--- src/twp_pkg.sv ---
// Shared types and constants for the two-level weighted picker.
// Holds command and result formats, kind and status codes, field widths.
// No dependencies.
package twp_pkg;

  // Fixed field widths
  localparam int unsigned WEIGHT_W = 16;
  localparam int unsigned ROLL_W   = 16;

  // Entries in the command queue between front and back end
  localparam int unsigned CMD_Q_DEPTH = 2;

  // Input word kinds
  typedef enum logic [1:0] {
    KIND_WR_TIER  = 2'd0,
    KIND_WR_ROW   = 2'd1,
    KIND_SET_TYPE = 2'd2,
    KIND_PICK     = 2'd3
  } kind_e;

  // Pick status codes
  localparam logic [1:0] STATUS_NONE = 2'd0;
  localparam logic [1:0] STATUS_TIER = 2'd1;
  localparam logic [1:0] STATUS_ROW  = 2'd2;

  // Classified command handed from front to back end
  typedef struct packed {
    kind_e                 kind;
    logic [2:0]            tier_index;
    logic [3:0]            row_index;
    logic [3:0]            tier_type;
    logic [WEIGHT_W-1:0]   weight;
    logic [4:0]            row_count;
    logic [ROLL_W-1:0]     roll_tier;
    logic [ROLL_W-1:0]     roll_row;
  } cmd_t;

  // Pick result
  typedef struct packed {
    logic [3:0] chosen_row;
    logic [2:0] chosen_tier;
    logic [1:0] pick_status;
  } res_t;

endpackage

--- src/twp_front.sv ---
// Front end of the picker: unpacks input words, drops writes that address
// nothing and saturates row counts, then hands commands to the queue.
// Depends on twp_pkg.
module twp_front
  import twp_pkg::*;
#(
  parameter int unsigned MAX_TIERS = 8,
  parameter int unsigned MAX_ROWS  = 16
) (
  input  logic        s_axis_tvalid,
  output logic        s_axis_tready,
  input  logic [63:0] s_axis_tdata,
  input  logic [1:0]  s_axis_tuser,
  input  logic        q_full_i,
  output logic        q_push_o,
  output cmd_t        q_cmd_o
);

  logic tier_ok;
  logic row_ok;
  logic keep;
  cmd_t cmd;

  // Unpack the word
  always_comb begin
    cmd.kind       = kind_e'(s_axis_tuser);
    cmd.tier_index = s_axis_tdata[2:0];
    cmd.row_index  = s_axis_tdata[6:3];
    cmd.tier_type  = s_axis_tdata[10:7];
    cmd.weight     = s_axis_tdata[26:11];
    cmd.roll_tier  = s_axis_tdata[47:32];
    cmd.roll_row   = s_axis_tdata[63:48];
    // Store row counts saturated to the row capacity
    if (32'(s_axis_tdata[31:27]) > MAX_ROWS) begin
      cmd.row_count = 5'(MAX_ROWS);
    end else begin
      cmd.row_count = s_axis_tdata[31:27];
    end
  end

  // Classify: drop writes outside the tables
  always_comb begin
    tier_ok = 32'(cmd.tier_index) < MAX_TIERS;
    row_ok  = 32'(cmd.row_index) < MAX_ROWS;
    case (cmd.kind)
      KIND_WR_TIER:  keep = tier_ok;
      KIND_WR_ROW:   keep = tier_ok && row_ok;
      KIND_SET_TYPE: keep = 1'b1;
      KIND_PICK:     keep = 1'b1;
      default:       keep = 1'b0;
    endcase
  end

  assign s_axis_tready = !q_full_i;
  assign q_push_o      = s_axis_tvalid && !q_full_i && keep;
  assign q_cmd_o       = cmd;

endmodule

--- src/twp_cmd_fifo.sv ---
// Short command queue between front and back end of the picker.
// Two entries; lets either side stall on its own. Depends on twp_pkg.
module twp_cmd_fifo
  import twp_pkg::*;
(
  input  logic clk_i,
  input  logic rst_ni,
  input  logic push_i,
  input  cmd_t cmd_i,
  output logic full_o,
  output logic valid_o,
  input  logic pop_i,
  output cmd_t cmd_o
);

  localparam int unsigned PW = (CMD_Q_DEPTH > 1) ? $clog2(CMD_Q_DEPTH) : 1;
  localparam int unsigned CW = $clog2(CMD_Q_DEPTH + 1);

  cmd_t          mem_q [CMD_Q_DEPTH];
  logic [PW-1:0] wr_ptr_q, wr_ptr_d;
  logic [PW-1:0] rd_ptr_q, rd_ptr_d;
  logic [CW-1:0] count_q, count_d;
  logic          do_push;
  logic          do_pop;

  assign full_o  = count_q == CW'(CMD_Q_DEPTH);
  assign valid_o = count_q != '0;
  assign cmd_o   = mem_q[rd_ptr_q];
  assign do_push = push_i && !full_o;
  assign do_pop  = pop_i && valid_o;

  // Advance pointers and occupancy
  always_comb begin
    wr_ptr_d = wr_ptr_q;
    rd_ptr_d = rd_ptr_q;
    count_d  = count_q;
    if (do_push) begin
      wr_ptr_d = (32'(wr_ptr_q) == CMD_Q_DEPTH - 1) ? '0 : wr_ptr_q + 1'b1;
    end
    if (do_pop) begin
      rd_ptr_d = (32'(rd_ptr_q) == CMD_Q_DEPTH - 1) ? '0 : rd_ptr_q + 1'b1;
    end
    if (do_push && !do_pop) begin
      count_d = count_q + 1'b1;
    end else if (do_pop && !do_push) begin
      count_d = count_q - 1'b1;
    end
  end

  always_ff @(posedge clk_i or negedge rst_ni) begin
    if (!rst_ni) begin
      wr_ptr_q <= '0;
      rd_ptr_q <= '0;
      count_q  <= '0;
    end else begin
      wr_ptr_q <= wr_ptr_d;
      rd_ptr_q <= rd_ptr_d;
      count_q  <= count_d;
    end
  end

  // Hold queued words
  always_ff @(posedge clk_i) begin
    if (do_push) begin
      mem_q[wr_ptr_q] <= cmd_i;
    end
  end

endmodule

--- src/twp_back.sv ---
// Back end of the picker: tier and row tables, the tier count register and
// the sequencer that runs writes, set-by-type sweeps and picks.
// Depends on twp_pkg.
module twp_back
  import twp_pkg::*;
#(
  parameter int unsigned MAX_TIERS = 8,
  parameter int unsigned MAX_ROWS  = 16
) (
  input  logic       clk_i,
  input  logic       rst_ni,
  input  logic       cfg_we_i,
  input  logic [3:0] cfg_wdata_i,
  input  logic       cmd_valid_i,
  input  cmd_t       cmd_i,
  output logic       cmd_pop_o,
  output logic       res_valid_o,
  input  logic       res_ready_i,
  output res_t       res_o
);

  localparam int unsigned TIW = (MAX_TIERS > 1) ? $clog2(MAX_TIERS) : 1;
  localparam int unsigned TCW = $clog2(MAX_TIERS + 1);
  localparam int unsigned RCW = $clog2(MAX_ROWS + 1);
  localparam int unsigned ENT = MAX_TIERS * MAX_ROWS;
  localparam int unsigned AW  = (ENT > 1) ? $clog2(ENT) : 1;
  localparam int unsigned TSW = WEIGHT_W + TCW;
  localparam int unsigned RSW = WEIGHT_W + RCW;
  localparam int unsigned TPW = ROLL_W + TSW;
  localparam int unsigned RPW = ROLL_W + RSW;

  // Sequencer states
  localparam logic [3:0] ST_IDLE  = 4'd0;
  localparam logic [3:0] ST_TYPE  = 4'd1;
  localparam logic [3:0] ST_TSUM  = 4'd2;
  localparam logic [3:0] ST_TMUL  = 4'd3;
  localparam logic [3:0] ST_TWALK = 4'd4;
  localparam logic [3:0] ST_RSUM  = 4'd5;
  localparam logic [3:0] ST_RMUL  = 4'd6;
  localparam logic [3:0] ST_RWALK = 4'd7;
  localparam logic [3:0] ST_RES   = 4'd8;

  // Tables
  logic [WEIGHT_W-1:0] tw_q [MAX_TIERS];
  logic [3:0]          ty_q [MAX_TIERS];
  logic [4:0]          tr_q [MAX_TIERS];
  logic [WEIGHT_W-1:0] row_mem [ENT];

  logic [3:0]          tier_count_q;
  logic [3:0]          state_q, state_d;
  cmd_t                cmd_q, cmd_d;
  logic [TCW-1:0]      idx_q, idx_d;
  logic [TSW-1:0]      tot_q, tot_d;
  logic [TCW-1:0]      ctier_q, ctier_d;
  logic [RCW-1:0]      m_q, m_d;
  logic [RCW-1:0]      ra_q, ra_d;
  logic [RCW-1:0]      wi_q, wi_d;
  logic [RSW-1:0]      rtot_q, rtot_d;
  logic                rvld_q, rvld_d;
  logic [WEIGHT_W-1:0] rdata_q;
  res_t                pres_q, pres_d;
  logic                out_valid_q, out_valid_d;
  res_t                out_q, out_d;

  logic [TCW-1:0]      n_used;
  logic [WEIGHT_W-1:0] w_cur;
  logic [TPW-1:0]      tprod;
  logic [RPW-1:0]      rprod;
  logic                tier_we;
  logic                set_we;
  logic                mem_we;
  logic                mem_re;
  logic [AW-1:0]       mem_waddr;
  logic [AW-1:0]       mem_raddr;
  logic                issue;

  // Effective tier count, saturated to the table size
  assign n_used = (32'(tier_count_q) > MAX_TIERS) ? TCW'(MAX_TIERS) : TCW'(tier_count_q);
  assign w_cur  = tw_q[idx_q[TIW-1:0]];
  assign tprod  = TPW'(cmd_q.roll_tier) * TPW'(tot_q);
  assign rprod  = RPW'(cmd_q.roll_row) * RPW'(rtot_q);
  assign mem_waddr = AW'(32'(cmd_i.tier_index) * MAX_ROWS + 32'(cmd_i.row_index));
  assign mem_raddr = AW'(32'(ctier_q) * MAX_ROWS + 32'(ra_q));
  assign issue     = (state_q == ST_RSUM || state_q == ST_RWALK) && (ra_q < m_q);

  // Sequencer
  always_comb begin
    state_d     = state_q;
    cmd_d       = cmd_q;
    idx_d       = idx_q;
    tot_d       = tot_q;
    ctier_d     = ctier_q;
    m_d         = m_q;
    ra_d        = ra_q;
    wi_d        = wi_q;
    rtot_d      = rtot_q;
    rvld_d      = 1'b0;
    pres_d      = pres_q;
    out_valid_d = out_valid_q;
    out_d       = out_q;
    cmd_pop_o   = 1'b0;
    tier_we     = 1'b0;
    set_we      = 1'b0;
    mem_we      = 1'b0;
    mem_re      = 1'b0;

    // Drop the result once taken
    if (out_valid_q && res_ready_i) begin
      out_valid_d = 1'b0;
    end

    // Row reads are registered: each is issued in the cycle before its data is used
    if (issue) begin
      mem_re = 1'b1;
      ra_d   = ra_q + 1'b1;
      rvld_d = 1'b1;
    end

    case (state_q)
      ST_IDLE: begin
        if (cmd_valid_i) begin
          cmd_pop_o = 1'b1;
          cmd_d     = cmd_i;
          idx_d     = '0;
          tot_d     = '0;
          case (cmd_i.kind)
            KIND_WR_TIER:  tier_we = 1'b1;
            KIND_WR_ROW:   mem_we  = 1'b1;
            KIND_SET_TYPE: state_d = ST_TYPE;
            KIND_PICK: begin
              if (n_used == '0) begin
                pres_d  = '{chosen_row: '0, chosen_tier: '0, pick_status: STATUS_NONE};
                state_d = ST_RES;
              end else begin
                state_d = ST_TSUM;
              end
            end
            default: state_d = ST_IDLE;
          endcase
        end
      end
      // Sweep the tiers in use, rewriting those of the matching type
      ST_TYPE: begin
        if (idx_q < n_used) begin
          set_we = ty_q[idx_q[TIW-1:0]] == cmd_q.tier_type;
          idx_d  = idx_q + 1'b1;
        end else begin
          state_d = ST_IDLE;
        end
      end
      ST_TSUM: begin
        if (idx_q < n_used) begin
          tot_d = tot_q + TSW'(w_cur);
          idx_d = idx_q + 1'b1;
        end else begin
          state_d = ST_TMUL;
        end
      end
      // Scale the tier roll by the total
      ST_TMUL: begin
        tot_d   = tprod[ROLL_W +: TSW];
        idx_d   = '0;
        state_d = ST_TWALK;
      end
      ST_TWALK: begin
        if (idx_q < n_used) begin
          if (tot_q <= TSW'(w_cur)) begin
            ctier_d = idx_q;
            m_d     = RCW'(tr_q[idx_q[TIW-1:0]]);
            rtot_d  = '0;
            ra_d    = '0;
            wi_d    = '0;
            state_d = ST_RSUM;
          end else begin
            tot_d = tot_q - TSW'(w_cur);
            idx_d = idx_q + 1'b1;
          end
        end else begin
          pres_d  = '{chosen_row: '0, chosen_tier: '0, pick_status: STATUS_NONE};
          state_d = ST_RES;
        end
      end
      ST_RSUM: begin
        if (rvld_q) begin
          rtot_d = rtot_q + RSW'(rdata_q);
        end else if (!(ra_q < m_q)) begin
          state_d = ST_RMUL;
        end
      end
      // Scale the row roll by the row total
      ST_RMUL: begin
        rtot_d  = rprod[ROLL_W +: RSW];
        ra_d    = '0;
        wi_d    = '0;
        state_d = ST_RWALK;
      end
      ST_RWALK: begin
        if (rvld_q) begin
          if (rtot_q < RSW'(rdata_q)) begin
            pres_d  = '{chosen_row: 4'(wi_q), chosen_tier: 3'(ctier_q),
                        pick_status: STATUS_ROW};
            state_d = ST_RES;
          end else begin
            rtot_d = rtot_q - RSW'(rdata_q);
            wi_d   = wi_q + 1'b1;
          end
        end else if (!(ra_q < m_q)) begin
          pres_d  = '{chosen_row: '0, chosen_tier: 3'(ctier_q), pick_status: STATUS_TIER};
          state_d = ST_RES;
        end
      end
      // Hand the result to the output register when it is free
      ST_RES: begin
        if (!out_valid_q || res_ready_i) begin
          out_valid_d = 1'b1;
          out_d       = pres_q;
          state_d     = ST_IDLE;
        end
      end
      default: state_d = ST_IDLE;
    endcase
  end

  always_ff @(posedge clk_i or negedge rst_ni) begin
    if (!rst_ni) begin
      state_q      <= ST_IDLE;
      tier_count_q <= '0;
      rvld_q       <= 1'b0;
      out_valid_q  <= 1'b0;
    end else begin
      state_q     <= state_d;
      rvld_q      <= rvld_d;
      out_valid_q <= out_valid_d;
      if (cfg_we_i) begin
        tier_count_q <= cfg_wdata_i;
      end
    end
  end

  // Working registers
  always_ff @(posedge clk_i) begin
    cmd_q   <= cmd_d;
    idx_q   <= idx_d;
    tot_q   <= tot_d;
    ctier_q <= ctier_d;
    m_q     <= m_d;
    ra_q    <= ra_d;
    wi_q    <= wi_d;
    rtot_q  <= rtot_d;
    pres_q  <= pres_d;
    out_q   <= out_d;
  end

  // Tier table writes
  always_ff @(posedge clk_i) begin
    if (tier_we) begin
      tw_q[TIW'(cmd_i.tier_index)] <= cmd_i.weight;
      ty_q[TIW'(cmd_i.tier_index)] <= cmd_i.tier_type;
      tr_q[TIW'(cmd_i.tier_index)] <= cmd_i.row_count;
    end
    if (set_we) begin
      tw_q[idx_q[TIW-1:0]] <= cmd_q.weight;
    end
  end

  // Row weight memory: one write port, one registered read port
  always_ff @(posedge clk_i) begin
    if (mem_we) begin
      row_mem[mem_waddr] <= cmd_i.weight;
    end
    if (mem_re) begin
      rdata_q <= row_mem[mem_raddr];
    end
  end

  assign res_valid_o = out_valid_q;
  assign res_o       = out_q;

endmodule

--- src/two_level_weighted_picker_core.sv ---
// Two-level roulette-wheel picker. A pick first chooses a tier in proportion
// to its weight, then a row of that tier in proportion to the row weight.
// Tier and row writes are made as the back end takes the word from the queue;
// a set-by-type word sweeps the n tiers in use at one per cycle. In a pick,
// the tier sum and tier walk step through the tier table one entry per cycle,
// and the row sum and row walk step through the row weight memory one entry
// per cycle behind its single registered read port. A two-word command queue
// lets the input keep accepting while the back end works, until the queue
// fills, and the result register holds a pick result until it is taken.
// Write the tier count only while the block is idle. Depends on twp_pkg.
module two_level_weighted_picker_core
  import twp_pkg::*;
#(
  parameter int unsigned MAX_TIERS = 8,
  parameter int unsigned MAX_ROWS  = 16
) (
  input  logic        clk_i,
  input  logic        rst_ni,
  input  logic        cfg_we_i,
  input  logic [3:0]  cfg_wdata_i,    // tier_count
  input  logic        s_axis_tvalid,
  output logic        s_axis_tready,
  // tier_index[2:0], row_index[6:3], tier_type[10:7], weight[26:11],
  // row_count[31:27], roll_tier[47:32], roll_row[63:48]
  input  logic [63:0] s_axis_tdata,
  input  logic [1:0]  s_axis_tuser,   // kind[1:0]
  output logic        m_axis_tvalid,
  input  logic        m_axis_tready,
  // pick_status[1:0], chosen_tier[4:2], chosen_row[8:5], zeros above
  output logic [15:0] m_axis_tdata
);

  logic q_full;
  logic q_push;
  cmd_t q_in;
  logic q_valid;
  logic q_pop;
  cmd_t q_out;
  res_t res;

  twp_front #(
    .MAX_TIERS(MAX_TIERS),
    .MAX_ROWS (MAX_ROWS)
  ) u_front (
    .s_axis_tvalid(s_axis_tvalid),
    .s_axis_tready(s_axis_tready),
    .s_axis_tdata (s_axis_tdata),
    .s_axis_tuser (s_axis_tuser),
    .q_full_i     (q_full),
    .q_push_o     (q_push),
    .q_cmd_o      (q_in)
  );

  twp_cmd_fifo u_queue (
    .clk_i  (clk_i),
    .rst_ni (rst_ni),
    .push_i (q_push),
    .cmd_i  (q_in),
    .full_o (q_full),
    .valid_o(q_valid),
    .pop_i  (q_pop),
    .cmd_o  (q_out)
  );

  twp_back #(
    .MAX_TIERS(MAX_TIERS),
    .MAX_ROWS (MAX_ROWS)
  ) u_back (
    .clk_i      (clk_i),
    .rst_ni     (rst_ni),
    .cfg_we_i   (cfg_we_i),
    .cfg_wdata_i(cfg_wdata_i),
    .cmd_valid_i(q_valid),
    .cmd_i      (q_out),
    .cmd_pop_o  (q_pop),
    .res_valid_o(m_axis_tvalid),
    .res_ready_i(m_axis_tready),
    .res_o      (res)
  );

  // Pack the result word
  assign m_axis_tdata = {7'd0, res.chosen_row, res.chosen_tier, res.pick_status};

endmodule

--- config.mk ---
export PLATFORM = sky130hd
export DESIGN_NAME = two_level_weighted_picker_core
export DESIGN_NICKNAME = d
export VERILOG_FILES = /design/src/twp_pkg.sv /design/src/twp_front.sv /design/src/twp_cmd_fifo.sv /design/src/twp_back.sv /design/src/two_level_weighted_picker_core.sv
export SDC_FILE = /design/constraint.sdc
export NUM_CORES = 2
export LEC_CHECK = 0
export ABC_AREA = 0
export BUFFER_PORTS_ARGS = -buffer_cell sky130_fd_sc_hd__buf_2
export CORE_AREA = 2 2 737 666
export DETAILED_ROUTE_END_ITERATION = 7
export DIE_AREA = 0 0 739 668
export HOLD_SLACK_MARGIN = 0.1
export PLACE_DENSITY = 0.44
export RECOVER_POWER = 25
export SYNTH_ARGS = -nofsm -noshare
export SYNTH_HDL_FRONTEND = slang
export SYNTH_SLANG_ARGS = --single-unit
--- constraint.sdc ---
create_clock -name clk_i -period 7.4 [get_ports clk_i]
set_input_delay 0.37 -clock clk_i [delete_from_list [all_inputs] [get_ports clk_i]]
set_output_delay 0.37 -clock clk_i [all_outputs]
set_load 0.1 [all_outputs]
# [Word-level counts from Yosys, hierarchy flattened]
# Memory sizes are Yosys's and may differ from the RTL's. A register that Yosys moved wholly into a read port is not among the register bits.
# Cells that the tools add are included.
[word_totals] reg_bits=142 latch_bits=0 ramBits=2380 romBits=0 memories=5
[memory_table] memory="u_back.row_mem" words=128 word_bits=16 read_ports=1 rd_clocked_by_memory_dff=1 wr=1 line="twp_back.sv:47" source="logic [WEIGHT_W-1:0] row_mem [ENT];"
[memory_table] memory="u_queue.mem_q" words=2 word_bits=66 read_ports=1 rd_clocked_by_memory_dff=0 wr=1 line="twp_cmd_fifo.sv:19" source="cmd_t mem_q [CMD_Q_DEPTH];"
[memory_table] memory="u_back.tw_q" words=8 word_bits=16 read_ports=1 rd_clocked_by_memory_dff=1 wr=1 line="twp_back.sv:44" source="logic [WEIGHT_W-1:0] tw_q [MAX_TIERS];"
[memory_table] memory="u_back.tr_q" words=8 word_bits=5 read_ports=1 rd_clocked_by_memory_dff=1 wr=1 line="twp_back.sv:46" source="logic [4:0] tr_q [MAX_TIERS];"
[memory_table] memory="u_back.ty_q" words=8 word_bits=4 read_ports=1 rd_clocked_by_memory_dff=1 wr=1 line="twp_back.sv:45" source="logic [3:0] ty_q [MAX_TIERS];"
[op_classes] addsub=13 multipliers=2 div=0 magnitude_cmp=6 eq_ne=37 shift=0 n_mux=81 n_bitwise=0 n_reduce_logical=37
[op_table] operator="two-way mux 21 bit" count=5
[op_table] operator="case mux 21 bit (4 select lines)" count=1
[op_table] operator="two-way mux 20 bit" count=4
[op_table] operator="case mux 20 bit (4 select lines)" count=1
[op_table] operator="two-way mux 4 bit" count=17
[op_table] operator="two-way mux 9 bit" count=7
[op_table] operator="two-way mux 5 bit" count=8
[op_table] operator="multiplier 16 x 21 -> 37 bit" count=1
[op_table] operator="multiplier 16 x 20 -> 36 bit" count=1
[op_table] operator="case mux 4 bit (9 select lines)" count=1
[op_table] operator="case mux 9 bit (3 select lines)" count=1
[op_table] operator="two-way mux 1 bit" count=26
[op_table] operator="adder 21 x 16 -> 21 bit" count=1
[op_table] operator="< comparator 21 x 16 -> 1 bit" count=1
[op_table] operator="subtractor 21 x 16 -> 21 bit" count=1
[op_table] operator="adder 20 x 16 -> 20 bit" count=1
[op_table] operator="<= comparator 20 x 16 -> 1 bit" count=1
[op_table] operator="subtractor 20 x 16 -> 20 bit" count=1
[op_table] operator="inequality test 2 bit, second input constant" count=9
[op_table] operator="== test 4 x 3 -> 1 bit, second input constant" count=4
[op_table] operator="two-way mux 16 bit" count=1
[op_table] operator="inequality test 2 x 1 -> 1 bit, second input constant" count=8
[op_table] operator="case mux 4 bit (4 select lines)" count=1
[op_table] operator="OR reduction 16 bit" count=1
[op_table] operator="other kinds (40)" count=73

# [Depth between registers and ports, before layout]
[depth] ltp_word=9 depth_mapped=25 mapped_depth_nobuf=23

# [Hierarchy]
# A second synthesis with hierarchy kept.
[hier_totals] hier_cells=7056 area_unflattened_um2=121965.7
[by_module_without_submodules] module="twp_back" n_inst=1 cells_each=6756 area_per_inst_um2=116339.1
[by_module_without_submodules] module="twp_cmd_fifo" n_inst=1 cells_each=224 area_per_inst_um2=5073.6
[by_module_without_submodules] module="twp_front" n_inst=1 cells_each=68 area_per_inst_um2=496.7
[by_module_without_submodules] module="two_level_weighted_picker_core" n_inst=1 cells_each=8 area_per_inst_um2=56.3

# [Worst setup path before layout]
# No wires, ideal clock.
[synth_path] path_kind="register -> register" start="reg u_back.rtot_q[16]" end="reg u_back.rtot_q[19] (data pin)" setup_ns=0.274 arrival_time_ns=6.370 t_required_ns=7.126 setup_slack_ns=0.756 stages_incl_launch_ff=24 n_path_buf=3 synth_period_minus_slack_ns=6.644 cell_sequence="edfxtp_1 > clkbuf_1 > clkbuf_1 > nand2_1 > fa_1 > fa_1 > fa_1 > inv_1 > fa_1 > fa_1 > inv_1 > fa_1 > inv_1 > ha_1 > clkbuf_1 > nand2_1 > or4_1 > nand2b_1 > o2111ai_1 > nand2_1 > or3_1 > o21ai_0 > xnor2_1 > o22ai_1"
[synth_via] elab_chain_len=4
[synth_lines] element="start, declared" line="twp_back.sv:58" source="logic [RSW-1:0] rtot_q, rtot_d;"
[synth_lines] element="start signal, assigned" line="twp_back.sv:249" source="rtot_q <= rtot_d;"
[synth_lines] element="branches (longest 3 deep; another with multiplier 16 x 21 -> 37 bit)"
[synth_lines] element="case mux 21 bit (4 select lines) (*)" line="twp_back.sv:119" source="case (state_q)"
[synth_lines] element="net u_back.rtot_d[19]" line="twp_back.sv:58"
# Mark *: on every way through the listed nets, which the timed path passes. The select of a mux whose other input is x is not followed.
# A chain may end at the register's enable or synchronous reset.

# [Worst setup path in the final report]
[layout_path] start="reg u_back.cmd_q[1] in the netlist's numbering" end="reg u_back.rtot_q[19] (data pin)"
[layout_via] elab_chain_len=2
[layout_lines] element="start, declared" line="twp_back.sv:51" source="cmd_t cmd_q, cmd_d;"
[layout_lines] element="start signal, assigned" line="twp_back.sv:242" source="cmd_q <= cmd_d;"
[layout_lines] element="multiplier 16 x 21 -> 37 bit" line="twp_back.sv:81" source="assign rprod = RPW'(cmd_q.roll_row) * RPW'(rtot_q);"
[layout_lines] element="case mux 21 bit (4 select lines)" line="twp_back.sv:119"
[layout_lines] element="net u_back.rtot_d[19]" line="twp_back.sv:58"
# The timed path passes the listed nets, and every way through them passes these cells.

==> results.md <==
* CP Max Fanout at 13
* RD Place Congestion at about 0.8
* Worst slew pin tran at 3.55 ns
* Hold EP: u_queue.mem_q[0][48]
* Via Count at around 64000
* CTS tree: built
* Via density at 4.51
* Die ar. at a little under 0.5 mm^2
* HP Class: in2reg
* Slew HR at -137%
* Clk Latency, worst-skew pair at 0.93 ns
* Total GRT Usage at 13.8%
* Hold_sp: s_axis_tdata[22]
* Commonest cells in the netlist: edfxtp_1 (2523), inv_1 (724), mux4_2 (722)
* GRT overflow at 0
* Pin count of the biggest net entering global routing at ~110
* Row cnt at ~240
* Clock Tree Buf Depth at 4
* Detailed placement HPWL at about 220000 um
* CORE AREA at approximately 0.49 mm^2
* Most frequent CP cell: fa_1
* Number of synthesized flops with an enable pin at between 2000 and 3000
* Final WL at roughly 350000 um
* Share of layout cells above drive strength 1 at about 20%
* Mean post-synth cell area at roughly 17 um^2
* Fin cells at ~14000
* Fin worst setup slack at 0.411 ns
* WP data required at ~8 ns
* Hold Fails Final Rpt at 0
* CTS resizes at 0
* TritonCTS buffer count at around 280
* Crit start category: register
* Post-synth top area share at 62.5%
* Die X at between 700 and 800 um
* RSZ-0062 raised after global routing: no
* Initial Util at 25.0%
* Status: complete, but fails checks
* Final period utilization at around 94%
* Worst R2R Setup Slack at 0.41 ns
* Mapped Cells at around 7000
* IO Count at 93
* Reg2Reg Depth at 21
* I/O Buffers at 85
* Time the worst path needs with I/O delays and setup at between 6 and 7 ns
* Seq/Total Area, Yosys at 62.9%
* Mean routed wirelength per cell at between 20 and 25 um
* Fmax at 0.143 GHz
* Worst EP arrival at between 7 and 8 ns
* Vias in the first global route at 67400
* Asr flop ratio synth at less than 1%
* Cell taking the most area after synthesis: edfxtp_1
* Drt first-iter violations at 5505
* Clk_skew at 0.0822 ns
* Crit path kind: reg2reg
* Mapped cell area at 0.121 mm^2
* Area added between synthesis and finish at 16.1%
* Die Y at 668 um
* Most used standard cell by instance count after synthesis: edfxtp_1
* Crit. End Element: register
* Drt first pass iters at 7
* Worst R2R Start: u_back.cmd_q[1]
* Setup TNS at 0 ns
* Worst-path clk slew at around 0.080 ns
* Max-slew violations at around 1100
* Crit-path slowest cell: edfxtp_1
* Clock sink count at 2545
* DRC viols at 0
* Max cap viols at 23
* Netlist cell types at 78
* Crit path largest cell delay at 0.62 ns
* Main flop type after synthesis: edfxtp_1
* CP Cell Sequence: buf_4 > nand2_1 > fa_1 > inv_1 > fa_1 > fa_1 > inv_1 > fa_1 > inv_1 > fa_1 > fa_1 > ha_1 > nand2_1 > or4_1 > nand2b_1 > o2111ai_1 > nand2_1 > or3_1 > o21ai_0 > xnor2_1 > o22ai_1
* H-tree depth at 5
* First-pass GRT wire length at ~500000 um
* Initial antenna violation count at 18
* Hold path depth at 2
* Worst reg2reg endpoint: u_back.rtot_q[19]
* Leading post-synthesis cells by cell area: edfxtp_1 (63%), mux4_2 (13%), fa_1 (8.5%), ha_1 (3.0%), inv_1 (2.2%)
* CTS root buffer: clkbuf_16
* Fill count at approximately 48000
* DP Cell Count at between 10000 and 15000
* Antenna viol nets, final at 0
* Synth warn at 0
* Register bit total from synthesis at 2545
* # setup viols final at 0
* Nets at roughly 8300
* Setup WS pre-CTS at approximately 0.44 ns
* Failing checks: max-capacitance violations, max-slew violations
==> flip-flops by register name, summed over array words and instances, names as in the netlist, 2 cells and up, named ones only <==
register and count:
u_back.res_o 9, u_queue.count_q 2, u_back.tier_count_q 4, u_back.pres_q 9
u_back.ra_q 5, u_back.ctier_q 3, u_back.tr_q 40, u_back.m_q 5
u_back.rtot_q 21, u_back.wi_q 4, u_back.rdata_q 16, u_back.row_mem 2048
u_back.state_q 4, u_back.cmd_q 52, u_back.idx_q 4, u_back.tot_q 20
u_queue.mem_q 132, u_back.tw_q 128, u_back.ty_q 32
==> per-stage QoR <==
step | instance area, um^2 | hold slack, ns | util [%]
after floorplan | 121000 | 0.0744 | -
after global placement | 131000 | 0.341 | 27.0
after detailed placement | 131000 | 0.351 | 27.0
after CTS | 141000 | 0.112 | 29.0
after global routing | 141000 | 0.160 | 29.0
final | 141000 | 0.216 | 29.0
==> placed cells by master (no fill, tap or decap), types with 21 or more instances in the layout <==
master,instances
xnor2_1,52
and2_1,240
dlygate4sd3_1,83
nand2b_1,23
o22ai_1,41
nand3_1,26
buf_4,273
fa_1,516
edfxtp_1,2523
xor2_1,29
mux4_2,722
a21o_1,40
clkinv_1,60
nor3_1,24
mux2i_1,31
clkinv_2,41
buf_2,21
mux2_2,51
a21oi_1,124
clkbuf_1,140
a31oi_1,22
nor2_1,189
inv_1,724
nor2_2,58
o21ai_0,78
clkbuf_16,288
ha_1,287
mux2_1,45
and3_1,27
nand2_1,547
==> how the worst max path moves through the flow <==
stage	startpoint	endpoint	slack, ns	cells past startpoint
floorplan	u_back.rtot_q[16]	u_back.rtot_q[19]	0.76	23
global placement	u_back.cmd_q[1]	u_back.rtot_q[19]	0.47	21
detailed placement	u_back.cmd_q[19]	u_back.tot_q[8]	0.44	21
CTS	u_back.cmd_q[21]	u_back.tot_q[8]	0.36	21
global route	u_back.tot_q[6]	u_back.tot_q[8]	0.002	21
finish	u_back.cmd_q[1]	u_back.rtot_q[19]	0.41	21
==> logic make-up (layout without fill, tap and decap cells) <==
group / Yosys count / count (layout) / share of synthesized area, %
fa+ha+maj: 804 / 804 / 11.5
xor+xnor: 82 / 82 / 0.593
compound gates: 454 / 454 / 2.47
mux: 849 / 849 / 14.6
simple gates: 1209 / 1209 / 4.58
flops: 2545 / 2545 / 62.9
other cells: 1 / 20 / 0.00309
buf+inv: 1069 / 1698 / 3.36
==> area by class of cell <==
| class | instances | area (um^2) | share of cell area, % |
|---|---|---|---|
| diodes | 13 | 32.5 | 0.0231 |
| inverters | 725 | 2720 | 1.93 |
| clock inverters | 146 | 1340 | 0.949 |
| repair buffers | 478 | 3640 | 2.59 |
| clock buffers | 349 | 7480 | 5.31 |
| flip-flops and latches | 2545 | 76300 | 54.2 |
| well taps | 6492 | 8120 | 5.77 |
| multi-input cells | 3405 | 41100 | 29.2 |
==> critical path, delay by kind of cell, from the launching register on <==
| kind | cells | cell delay (ns) |
|---|---|---|
| AND/OR/NAND/NOR | 6 | 1.51 |
| buffers and inverters | 4 | 0.50 |
| AO/OA/AOI/OAI | 3 | 0.44 |
| XOR/XNOR | 1 | 0.15 |
| flip-flops | 1 | 0.62 |
| adder cells (fa/ha/maj) | 7 | 3.43 |
==> timing repair <==
item	in CTS	in global routing
buffers inserted	0	9
endpoints found under the hold margin	183	0
hold buffers	83	0
endpoints found under the setup margin	0	1
==> per-layer routing <==
metal | routed length, um | global-route usage [%] | vias to the layer above
li1 | - | - | 27200
met1 | 163000 | 20.2 | 34600
met2 | 159000 | 21.9 | 1601
met3 | 17300 | 1.89 | 396
met4 | 6800 | 2.72 | 0
met5 | 0 | 0 | -
Power is left out: the tool's default activity adds up to more than one toggle a clock period on the data nets, which glitch-free logic cannot reach.
